### config.mk
export PLATFORM = sky130hd
export DESIGN_NAME = png_idat_payload_extractor_top
export DESIGN_NICKNAME = d
export VERILOG_FILES = /design/src/hdl/pie_pkg.sv /design/src/hdl/pie_in_stage.sv /design/src/hdl/pie_parser.sv /design/src/hdl/png_idat_payload_extractor_top.sv
export SDC_FILE = /design/constraint.sdc
export NUM_CORES = 1
export LEC_CHECK = 0
export BUFFER_PORTS_ARGS = -buffer_cell sky130_fd_sc_hd__buf_2
export CAP_MARGIN = 40
export CORE_ASPECT_RATIO = 0.75
export CORE_UTILIZATION = 66
export CTS_CLUSTER_DIAMETER = 60
export DETAILED_ROUTE_END_ITERATION = 7
export PLACE_DENSITY = 0.88
export SYNTH_ARGS = -nofsm -noshare
export SYNTH_HDL_FRONTEND = slang
export SYNTH_HIERARCHICAL = 1
export SYNTH_SLANG_ARGS = --single-unit
### constraint.sdc
create_clock -name aclk -period 8.56 [get_ports aclk]
set_input_delay 0 -clock aclk [delete_from_list [all_inputs] [get_ports aclk]]
set_output_delay 0 -clock aclk [all_outputs]
set_load 0.005 [all_outputs]
### src/hdl/pie_pkg.sv
// shared types and constants of the png idat payload extractor
`default_nettype none

package pie_pkg;

    localparam int SIG_BYTES_DEFAULT = 8;

    localparam logic [31:0] TYPE_IDAT = 32'h4944_4154;
    localparam logic [31:0] TYPE_IEND = 32'h4945_4E44;

    localparam logic [31:0] HEADER_FIELD_BYTES = 32'd4;
    localparam logic [31:0] CRC_BYTES          = 32'd4;
    localparam logic [31:0] TOTAL_MAX          = 32'hFFFF_FFFF;

    localparam logic [1:0] KIND_DATA  = 2'd0;
    localparam logic [1:0] KIND_DONE  = 2'd1;
    localparam logic [1:0] KIND_ERROR = 2'd2;

    typedef enum logic [5:0] {
        PH_SIG  = 6'b000001,
        PH_LEN  = 6'b000010,
        PH_TYPE = 6'b000100,
        PH_DATA = 6'b001000,
        PH_CRC  = 6'b010000,
        PH_HALT = 6'b100000
    } phase_t;

    typedef enum logic [1:0] {
        RUN_NONE   = 2'd0,
        RUN_INSIDE = 2'd1,
        RUN_BROKEN = 2'd2
    } run_t;

    typedef struct packed {
        logic       valid;
        logic [7:0] data;
    } in_stage_t;

endpackage

`default_nettype wire

### src/hdl/pie_in_stage.sv
// input register stage holding one byte transaction
`default_nettype none

module pie_in_stage (
    input  wire logic              aclk,
    input  wire logic              aresetn,
    input  wire logic              s_valid,
    output logic                   s_ready,
    input  wire logic [7:0]        s_in_byte,
    output pie_pkg::in_stage_t     stage,
    input  wire logic              take
);
    import pie_pkg::*;

    logic       valid_reg;
    logic       valid_next;
    logic [7:0] data_reg;
    logic [7:0] data_next;

    assign s_ready = !valid_reg || take;

    always_comb begin
        valid_next = valid_reg;
        data_next  = data_reg;
        if (s_ready) begin
            valid_next = s_valid;
            data_next  = s_in_byte;
        end
    end

    always_ff @(posedge aclk) begin
        if (!aresetn) begin
            valid_reg <= 1'b0;
        end else begin
            valid_reg <= valid_next;
        end
        data_reg <= data_next;
    end

    assign stage.valid = valid_reg;
    assign stage.data  = data_reg;

endmodule

`default_nettype wire

### src/hdl/pie_parser.sv
// chunk parser state and result register
`default_nettype none

module pie_parser #(
    parameter int SIGNATURE_BYTES = pie_pkg::SIG_BYTES_DEFAULT
) (
    input  wire logic               aclk,
    input  wire logic               aresetn,
    input  wire pie_pkg::in_stage_t stage,
    output logic                    take,
    output logic                    m_valid,
    input  wire logic               m_ready,
    output logic [1:0]              m_result_kind,
    output logic [7:0]              m_payload_byte,
    output logic [31:0]             m_idat_total
);
    import pie_pkg::*;

    localparam logic [31:0] SIG_LEN = 32'(SIGNATURE_BYTES);
    localparam phase_t PHASE_INIT = (SIGNATURE_BYTES == 0) ? PH_LEN : PH_SIG;

    phase_t      phase_reg, phase_next;
    run_t        run_reg, run_next;
    logic [31:0] count_reg, count_next;
    logic [31:0] len_reg, len_next;
    logic [31:0] type_reg, type_next;
    logic [31:0] total_reg, total_next;

    logic        out_valid_reg, out_valid_next;
    logic [1:0]  kind_reg, kind_next;
    logic [7:0]  pbyte_reg, pbyte_next;
    logic [31:0] otot_reg, otot_next;

    logic        emit;
    logic [1:0]  emit_kind;
    logic [7:0]  emit_byte;
    logic [31:0] emit_total;
    logic [31:0] count_inc;
    logic [31:0] type_shift;
    logic [7:0]  b;

    assign take       = stage.valid && (!out_valid_reg || m_ready);
    assign b          = stage.data;
    assign count_inc  = count_reg + 32'd1;
    assign type_shift = {type_reg[23:0], b};

    always_comb begin
        phase_next = phase_reg;
        run_next   = run_reg;
        count_next = count_reg;
        len_next   = len_reg;
        type_next  = type_reg;
        total_next = total_reg;
        emit       = 1'b0;
        emit_kind  = KIND_DATA;
        emit_byte  = 8'd0;
        emit_total = 32'd0;
        unique case (phase_reg)
            PH_SIG: begin
                count_next = count_inc;
                if (count_inc >= SIG_LEN) begin
                    count_next = 32'd0;
                    phase_next = PH_LEN;
                end
            end
            PH_LEN: begin
                len_next   = {len_reg[23:0], b};
                count_next = count_inc;
                if (count_inc >= HEADER_FIELD_BYTES) begin
                    count_next = 32'd0;
                    phase_next = PH_TYPE;
                end
            end
            PH_TYPE: begin
                type_next  = type_shift;
                count_next = count_inc;
                if (count_inc >= HEADER_FIELD_BYTES) begin
                    count_next = 32'd0;
                    phase_next = (len_reg == 32'd0) ? PH_CRC : PH_DATA;
                    if (type_shift == TYPE_IEND) begin
                        count_next = count_inc;
                        phase_next = PH_HALT;
                        emit       = 1'b1;
                        emit_kind  = KIND_DONE;
                        emit_total = total_reg;
                    end else if (type_shift == TYPE_IDAT) begin
                        if (run_reg == RUN_BROKEN) begin
                            count_next = count_inc;
                            phase_next = PH_HALT;
                            emit       = 1'b1;
                            emit_kind  = KIND_ERROR;
                        end else begin
                            run_next = RUN_INSIDE;
                        end
                    end else if (run_reg == RUN_INSIDE) begin
                        run_next = RUN_BROKEN;
                    end
                end
            end
            PH_DATA: begin
                count_next = count_inc;
                if (count_inc >= len_reg) begin
                    count_next = 32'd0;
                    phase_next = PH_CRC;
                end
                if (type_reg == TYPE_IDAT) begin
                    if (total_reg != TOTAL_MAX) begin
                        total_next = total_reg + 32'd1;
                    end
                    emit      = 1'b1;
                    emit_kind = KIND_DATA;
                    emit_byte = b;
                end
            end
            PH_CRC: begin
                count_next = count_inc;
                if (count_inc >= CRC_BYTES) begin
                    count_next = 32'd0;
                    len_next   = 32'd0;
                    type_next  = 32'd0;
                    phase_next = PH_LEN;
                end
            end
            PH_HALT: begin
            end
            default: begin
                phase_next = phase_reg;
            end
        endcase
    end

    always_comb begin
        out_valid_next = out_valid_reg;
        kind_next      = kind_reg;
        pbyte_next     = pbyte_reg;
        otot_next      = otot_reg;
        if (take) begin
            out_valid_next = emit;
            kind_next      = emit_kind;
            pbyte_next     = emit_byte;
            otot_next      = emit_total;
        end else if (m_ready) begin
            out_valid_next = 1'b0;
        end
    end

    always_ff @(posedge aclk) begin
        if (!aresetn) begin
            phase_reg     <= PHASE_INIT;
            run_reg       <= RUN_NONE;
            count_reg     <= 32'd0;
            len_reg       <= 32'd0;
            type_reg      <= 32'd0;
            total_reg     <= 32'd0;
            out_valid_reg <= 1'b0;
        end else begin
            if (take) begin
                phase_reg <= phase_next;
                run_reg   <= run_next;
                count_reg <= count_next;
                len_reg   <= len_next;
                type_reg  <= type_next;
                total_reg <= total_next;
            end
            out_valid_reg <= out_valid_next;
        end
        kind_reg  <= kind_next;
        pbyte_reg <= pbyte_next;
        otot_reg  <= otot_next;
    end

    assign m_valid        = out_valid_reg;
    assign m_result_kind  = kind_reg;
    assign m_payload_byte = pbyte_reg;
    assign m_idat_total   = otot_reg;

endmodule

`default_nettype wire

### src/hdl/png_idat_payload_extractor_top.sv
// png idat payload extractor: byte stream in, idat payload and status out
//
// input channel (s_valid, s_ready, s_in_byte) takes the png file one byte per
// transaction, from offset zero. the signature bytes are skipped, then each
// chunk header is parsed; idat payload bytes leave on the result channel
// (m_valid, m_ready, m_result_kind, m_payload_byte, m_idat_total) as kind 0.
// iend gives kind 1 with the saturating idat byte total; an idat after an
// interrupted idat run gives kind 2. after either the block drops all input.
// a byte accepted goes into the input register, then through parser logic into
// the result register.
// throughput: one byte per cycle while results are taken, set by the single
// parser stage. when the receiver stalls with a result pending, one more byte
// is held in the input register and s_ready falls until the result is taken.
// reset (aresetn low, synchronous) clears both valid flags; the parser returns
// to the signature skip phase, or to the length phase if SIGNATURE_BYTES is 0.
`default_nettype none

module png_idat_payload_extractor_top #(
    parameter int SIGNATURE_BYTES = pie_pkg::SIG_BYTES_DEFAULT
) (
    input  wire logic        aclk,
    input  wire logic        aresetn,
    input  wire logic        s_valid,
    output logic             s_ready,
    input  wire logic [7:0]  s_in_byte,
    output logic             m_valid,
    input  wire logic        m_ready,
    output logic [1:0]       m_result_kind,
    output logic [7:0]       m_payload_byte,
    output logic [31:0]      m_idat_total
);
    import pie_pkg::*;

    in_stage_t stage;
    logic      take;

    pie_in_stage u_in_stage (
        .aclk      (aclk),
        .aresetn   (aresetn),
        .s_valid   (s_valid),
        .s_ready   (s_ready),
        .s_in_byte (s_in_byte),
        .stage     (stage),
        .take      (take)
    );

    pie_parser #(
        .SIGNATURE_BYTES (SIGNATURE_BYTES)
    ) u_parser (
        .aclk           (aclk),
        .aresetn        (aresetn),
        .stage          (stage),
        .take           (take),
        .m_valid        (m_valid),
        .m_ready        (m_ready),
        .m_result_kind  (m_result_kind),
        .m_payload_byte (m_payload_byte),
        .m_idat_total   (m_idat_total)
    );

endmodule

`default_nettype wire

# == After elaboration in Yosys (flattened, before gate mapping) ==
# Cells that the tools add are included.
# word_totals
reg_bits,188
inputBits,12
output_inout_bits,44
wordCells,97
# classes
add_sub_neg,2
magnitude_cmp,3
eq_ne,17
n_mux,35
n_bitwise,4
n_reduce_logical,23
# ops
operator,count
32-bit 2-to-1 mux,8
32-bit case mux with 2 select lines,2
32-bit case mux with 4 select lines,1
32-bit by 31-bit == test with 1-bit output (second input constant),3
32-bit by 1-bit adder with 32-bit output (second input constant),2
6-bit 2-to-1 mux,8
32-bit by 3-bit >= comparator with 1-bit output (second input constant),1
32-bit >= comparator,1
32-bit by 4-bit >= comparator with 1-bit output (second input constant),1
32-bit zero test,1
32-bit != test (second input constant),1
6-bit case mux with 5 select lines,1
2-bit by 1-bit != test with 1-bit output (second input constant),5
1-bit 2-to-1 mux,9
3-bit AND reduction,3
2-bit 2-to-1 mux,4
2-bit nonzero test,4
7-bit AND reduction,1
6-bit by 1-bit == test with 1-bit output (second input constant),1
6-bit by 2-bit == test with 1-bit output (second input constant),1
6-bit by 3-bit == test with 1-bit output (second input constant),1
6-bit by 4-bit == test with 1-bit output (second input constant),1
6-bit by 5-bit == test with 1-bit output (second input constant),1
2-bit AND reduction,3
other kinds (15),20

# == Longest topological paths before layout ==
# logic_depth
ltp_word,7
ltp_mapped,18

# == Hierarchy ==
# The synthesis kept the hierarchy.
# modules_own_cells
mod,instances,cells_each,area_each_um2,seq_area_each_um2
pie_parser,1,980,8998.6,4003.8
pie_in_stage,1,13,296.5,260.2

# == Worst setup path before layout ==
# No wires, ideal clock.
# synth_path
path_kind,register to register
start,register u_parser.count_reg[0]
end,register u_parser.count_reg[8]
setup_ps,115
arrival_time_ps,3801
setup_slack_ps,4644
stages_incl_launch_ff,18
n_path_buf,1
cell_sequence,dfxtp_1 -> ha_1 -> nand3_1 -> nor4_4 -> nand4_1 -> xor2_1 -> inv_1 -> ha_1 -> nand4_1 -> nor4_1 -> o211ai_1 -> a31oi_1 -> a211oi_1 -> nor2_1 -> o31ai_4 -> o41ai_2 -> buf_6 -> nor2_1
# synth_between
elab_chain_len,6
elab_cells_between_ends,12
cone_classes,add/sub: 1; order compare: 3; mux: 8
# synth_lines
item,line_no,source
start: declaration,pie_parser.sv:24,"logic [31:0] count_reg, count_next;"
start signal: assignment,pie_parser.sv:160,count_reg <= count_next;
32-bit by 1-bit adder with 32-bit output (*),pie_parser.sv:44,assign count_inc = count_reg + 32'd1;
branches (longest 4 deep; another with 32-bit by 3-bit >= comparator with 1-bit output),-,
32-bit case mux with 4 select lines (*),pie_parser.sv:58,unique case (phase_reg)
# Every way passes the cells marked *.
# A chain may end at the register's enable or synchronous reset.

# == Worst setup path after layout ==
# layout_path
start,register u_parser.count_reg[0]
end,register u_parser.count_reg[2]
# Same word-level chain as after synthesis.

==> results.md <==
Status:
- The run finished, with violations left.
- The checks that failed: DRC.

Pwr:
- Power spread over the standard cell area amounts to 173 nW/um^2.
- The internal power component is 0.00139 W.
- The register share of total power is 52.2%.
- The power share of the combinational group is 3.6%.
- The total leakage power is 4.04 nW.
- The overall power is 0.00178 W.
- Summed over all nets, the switching power comes to 0.000393 W.
- The clock group share of total power is 44.2%.
- IR analysis of the VDD net gives a maximum drop of 0.168 mV.
- Net switching is 22.0% of the power.

Floorplanning:
- The region available for standard cell placement spans 13700 um^2.
- The area of the die is 14600 um^2.
- The number of core rows is 37.
- The die is 139 um wide.
- The starting density of the core is 67.6%.
- The overall die height is 105 um.
- The number of top-level pins is 56.

Yosys:
- The unique cell type count in the Yosys netlist is 72.
- Counting flops with a built-in enable in the synthesized netlist gives 50.
- The flip-flop and latch count after synthesis is 188.
- Summing every instance area after synthesis gives 9300 um^2.
- When the netlist entered floorplanning its net count stood at 1038.
- The sequential cell area fraction in the yosys report is 45.9%.
- Of all flip-flops after synthesis, the portion carrying an async set or reset was 0%.
- Synthesis handed over a netlist of 993 instances.
- The warning count from the yosys run is 6.
- In the synthesized netlist the dominant register cell turns out to be sky130_fd_sc_hd__dfxtp_1.
- The synthesized area divided by synthesized cell count is 9.36 um^2.

Route:
- The routed wirelength normalized by instance count is 17.8 um.
- For this block, the via count after detailed routing is 7478.
- Dividing the detail-routed via count by the number of cells gives 6.13.
- For this block, the routed nets add up to 21.7 mm of wire.
- The pre-antenna-repair detailed-routing pass consisted of 8 iterations.
- The remaining antenna violation count is 0.
- After detailed routing, the number of remaining DRC violations is 3.
- The number of DRC markers in iteration 0 is 854.

Hold path:
- The class of the most critical hold timing path is input pin to flop.

Global route:
- The initial antenna violation count is 0.
- The met2 routing resource usage after global routing is 46.6%.
- In the global route stage, met3 resource usage came out at 7.65%.
- The maximum number of pins on one net before global-route repair is 85.
- The layer flagged by global routing as most heavily used is met2.
- The overflow left after global routing is 0.
- The first global-routing pass estimated 35.2 mm of wire.
- The number of global-route vias before repair is 6945.
- The combined global-route utilization of all metal layers is 30.8%.
- The met1 routing resource usage after global routing is 43.2%.

Job:
- The tool flagged a number of max-cap violations equal to 0.

CTS:
- The H-tree was split into 4 levels.
- The total CTS buffers is 17.
- The number of gates given a new drive strength after cts is 0.
- The buffer levels on the longest clock path is 2.
- The clock root buffer is sky130_fd_sc_hd__clkbuf_16.
- The source-to-sink clock delay at the later pin of the worst-skew pair is 0.44 ns.
- The CTS tree is built.
- After clock tree synthesis, the clock-pin slew on the worst setup and hold paths is 0.07 ns.
- The tree built by TritonCTS fans out to 188 sinks.

Final layout:
- The filler cells instantiated in the layout total 922.
- The final layout contains 1076 nets.
- Of the cells placed in the final design, the portion with a size suffix greater than 1 is 11.5%.
- The most frequent standard cell in the layout excluding fill and tap cells is sky130_fd_sc_hd__dfxtp_1.
- The total inserted antenna cells is 0.
- In the layout the commonest cells are sky130_fd_sc_hd__dfxtp_1, sky130_fd_sc_hd__nand2_1, sky130_fd_sc_hd__and2_1.
- The multi-input combinational cells in the finished layout cover a total of 4580 um^2.
- The sequential standard cell area is 4260 um^2.
- Compared with the post-synthesis result, the final layout area differs by 10.9%.

Worst setup path:
- The top fanout value on the critical path is 14.
- At the worst endpoint, the required time is 8.88 ns.
- The data arrival time of the worst path is 5.12 ns.
- The kind of critical path is flop to flop.
- STA classifies the critical path endpoint as a flop.
- STA classifies the critical path startpoint as a flop.

Timing:
- Of the available clock period, the critical path in the final layout requires 56.1%.
- Summed over all failing endpoints, the final setup total negative slack is 0 ns.
- In this run the tightest slew margin relative to its limit is 48.3%.
- The final number of max-transition violations is 0.
- Timing would allow up to 208 MHz.
- The maximum clock skew at final layout is 0.00927 ns.
- The number of endpoints with negative hold slack in the final report is 0.
- The minimum period implied by the final worst setup slack is 4.80 ns.
- Setup violations remaining at the end of the flow were counted as 0.
- Setup repair after global routing left no endpoint under its margin.
- For the pin with the worst max-slew slack, the measured transition is 0.775 ns.

Place:
- The number of port buffers is 55.
- At the end of routability-driven placement, the weighted congestion stood at 0.956.
- The half-perimeter wire length after placement is 14.5 mm.
## through the flow
step	std cells	worst slack, ns	hold slack [ns]	area [um^2]	utilization, %
after detailed placement	1177	3.97	0.178	9620	70.0
after global routing	1219	3.24	0.278	10300	75.0
after global placement	1174	4.25	0.177	9570	69.6
after CTS	1219	3.88	0.216	10300	75.0
final	1219	3.76	0.258	10300	75.0
after floorplan	993	4.64	0.0989	9300	-
## repair_timing
item | in CTS | in global routing
hold buffers | 10 | 0
setup buffers | 0 | 0
hold endpoints to repair | 10 | 0
## logic make-up (layout without fill, tap and decap cells)
family	Yosys count	in the layout	synth area share (%)
AOI/OAI and AO/OA	161	161	12.3
and+or+nand+nor	428	428	24.9
adders and majority gates	33	33	4.44
DFF	188	188	45.9
xor gates and xnor gates	74	74	6.97
muxes	5	5	0.538
buffers and inverters	104	155	4.98
## path summary, 6_finish.rpt
path	startpoint	to	slack [ns]	cells past startpoint
max	u_parser/count_reg[0]	u_parser/count_reg[2]	3.76	17
min	aresetn	u_parser/type_reg[7]	0.26	4
max reg2reg	u_parser/count_reg[0]	u_parser/count_reg[2]	3.76	17
min reg2reg	u_parser/type_reg[31]	u_parser/type_reg[31]	0.46	2
## routing by layer
layer  vias to the layer above  part of all wire [%]
met4                         0                   1.1
li1                       3588                     -
met1                      3530                    46
met2                       333                    44
met5                         -                     0
met3                        27                   8.8
## power by group through the flow
stage               logic [W]  clock network, W  registers [W]
CTS                 0.0000625          0.000791       0.000931
global placement    0.0000559                 0       0.000950
floorplan           0.0000394                 0       0.000947
global route        0.0000688          0.000829       0.000932
finish              0.0000640          0.000788       0.000931
detailed placement  0.0000586                 0       0.000951
## worst max-delay path, stage by stage, from the launching register on
cell	delay [ns]
sky130_fd_sc_hd__dfxtp_1	0.49
sky130_fd_sc_hd__ha_1	0.31
sky130_fd_sc_hd__nand3_1	0.34
sky130_fd_sc_hd__nor4_4	0.53
sky130_fd_sc_hd__nand4_1	0.21
sky130_fd_sc_hd__xor2_1	0.29
sky130_fd_sc_hd__inv_1	0.08
sky130_fd_sc_hd__ha_1	0.27
sky130_fd_sc_hd__nand4_1	0.13
sky130_fd_sc_hd__nor4_1	0.47
sky130_fd_sc_hd__o211ai_1	0.16
sky130_fd_sc_hd__a31oi_1	0.19
sky130_fd_sc_hd__a211oi_1	0.14
sky130_fd_sc_hd__nor2_1	0.30
sky130_fd_sc_hd__o31ai_4	0.20
sky130_fd_sc_hd__o41ai_2	0.23
sky130_fd_sc_hd__buf_4	0.27
sky130_fd_sc_hd__nor2_1	0.08
## area by class of cell
cell class                      count  share of cell area (%)
Clock buffer                       24                    4.89
Inverter                           49                    1.78
Tap cell                          175                    2.12
Multi-Input combinational cell    701                    44.4
Sequential cell                   188                    41.4
Clock inverter                      8                   0.777
Timing Repair Buffer               74                    4.64
## cell usage after synthesis, types with 3 or more instances
cell                         n  area (um^2)
sky130_fd_sc_hd__dfxtp_1   138         2760
sky130_fd_sc_hd__nand2_1   134          503
sky130_fd_sc_hd__and2_1     69          432
sky130_fd_sc_hd__o21ai_0    56          280
sky130_fd_sc_hd__edfxtp_1   50         1500
sky130_fd_sc_hd__inv_1      49          184
sky130_fd_sc_hd__nor2_1     44          165
sky130_fd_sc_hd__xnor2_1    44          385
sky130_fd_sc_hd__clkbuf_1   33          124
sky130_fd_sc_hd__ha_1       33          413
sky130_fd_sc_hd__nand4_1    33          206
sky130_fd_sc_hd__a22o_1     32          280
sky130_fd_sc_hd__nand3_1    32          160
sky130_fd_sc_hd__xor2_1     30          263
sky130_fd_sc_hd__nor4_1     21          131
sky130_fd_sc_hd__a21oi_1    15         75.1
sky130_fd_sc_hd__nor3_1     15         75.1
sky130_fd_sc_hd__and3_1     13         81.3
sky130_fd_sc_hd__buf_2      10         50.1
sky130_fd_sc_hd__or3_1       9         56.3
sky130_fd_sc_hd__a21boi_0    8         60.1
sky130_fd_sc_hd__a32o_1      7         70.1
sky130_fd_sc_hd__nor2b_1     7         43.8
sky130_fd_sc_hd__buf_6       6         67.6
sky130_fd_sc_hd__nor4b_1     6         52.6
sky130_fd_sc_hd__o211ai_1    6         45.0
sky130_fd_sc_hd__and4_1      5         43.8
sky130_fd_sc_hd__mux2i_1     5         50.1
sky130_fd_sc_hd__or4_1       5         37.5
sky130_fd_sc_hd__a211oi_1    4         30.0
sky130_fd_sc_hd__buf_4       4         30.0
sky130_fd_sc_hd__o21a_1      4         30.0
sky130_fd_sc_hd__a21o_1      3         22.5
sky130_fd_sc_hd__a31oi_1     3         18.8
sky130_fd_sc_hd__nand2b_1    3         18.8
sky130_fd_sc_hd__nor3b_1     3         22.5
sky130_fd_sc_hd__nor4bb_1    3         30.0
sky130_fd_sc_hd__o31a_1      3         26.3
sky130_fd_sc_hd__o31ai_1     3         22.5
sky130_fd_sc_hd__or2_2       3         18.8
Power figures use the tool's default switching activity.
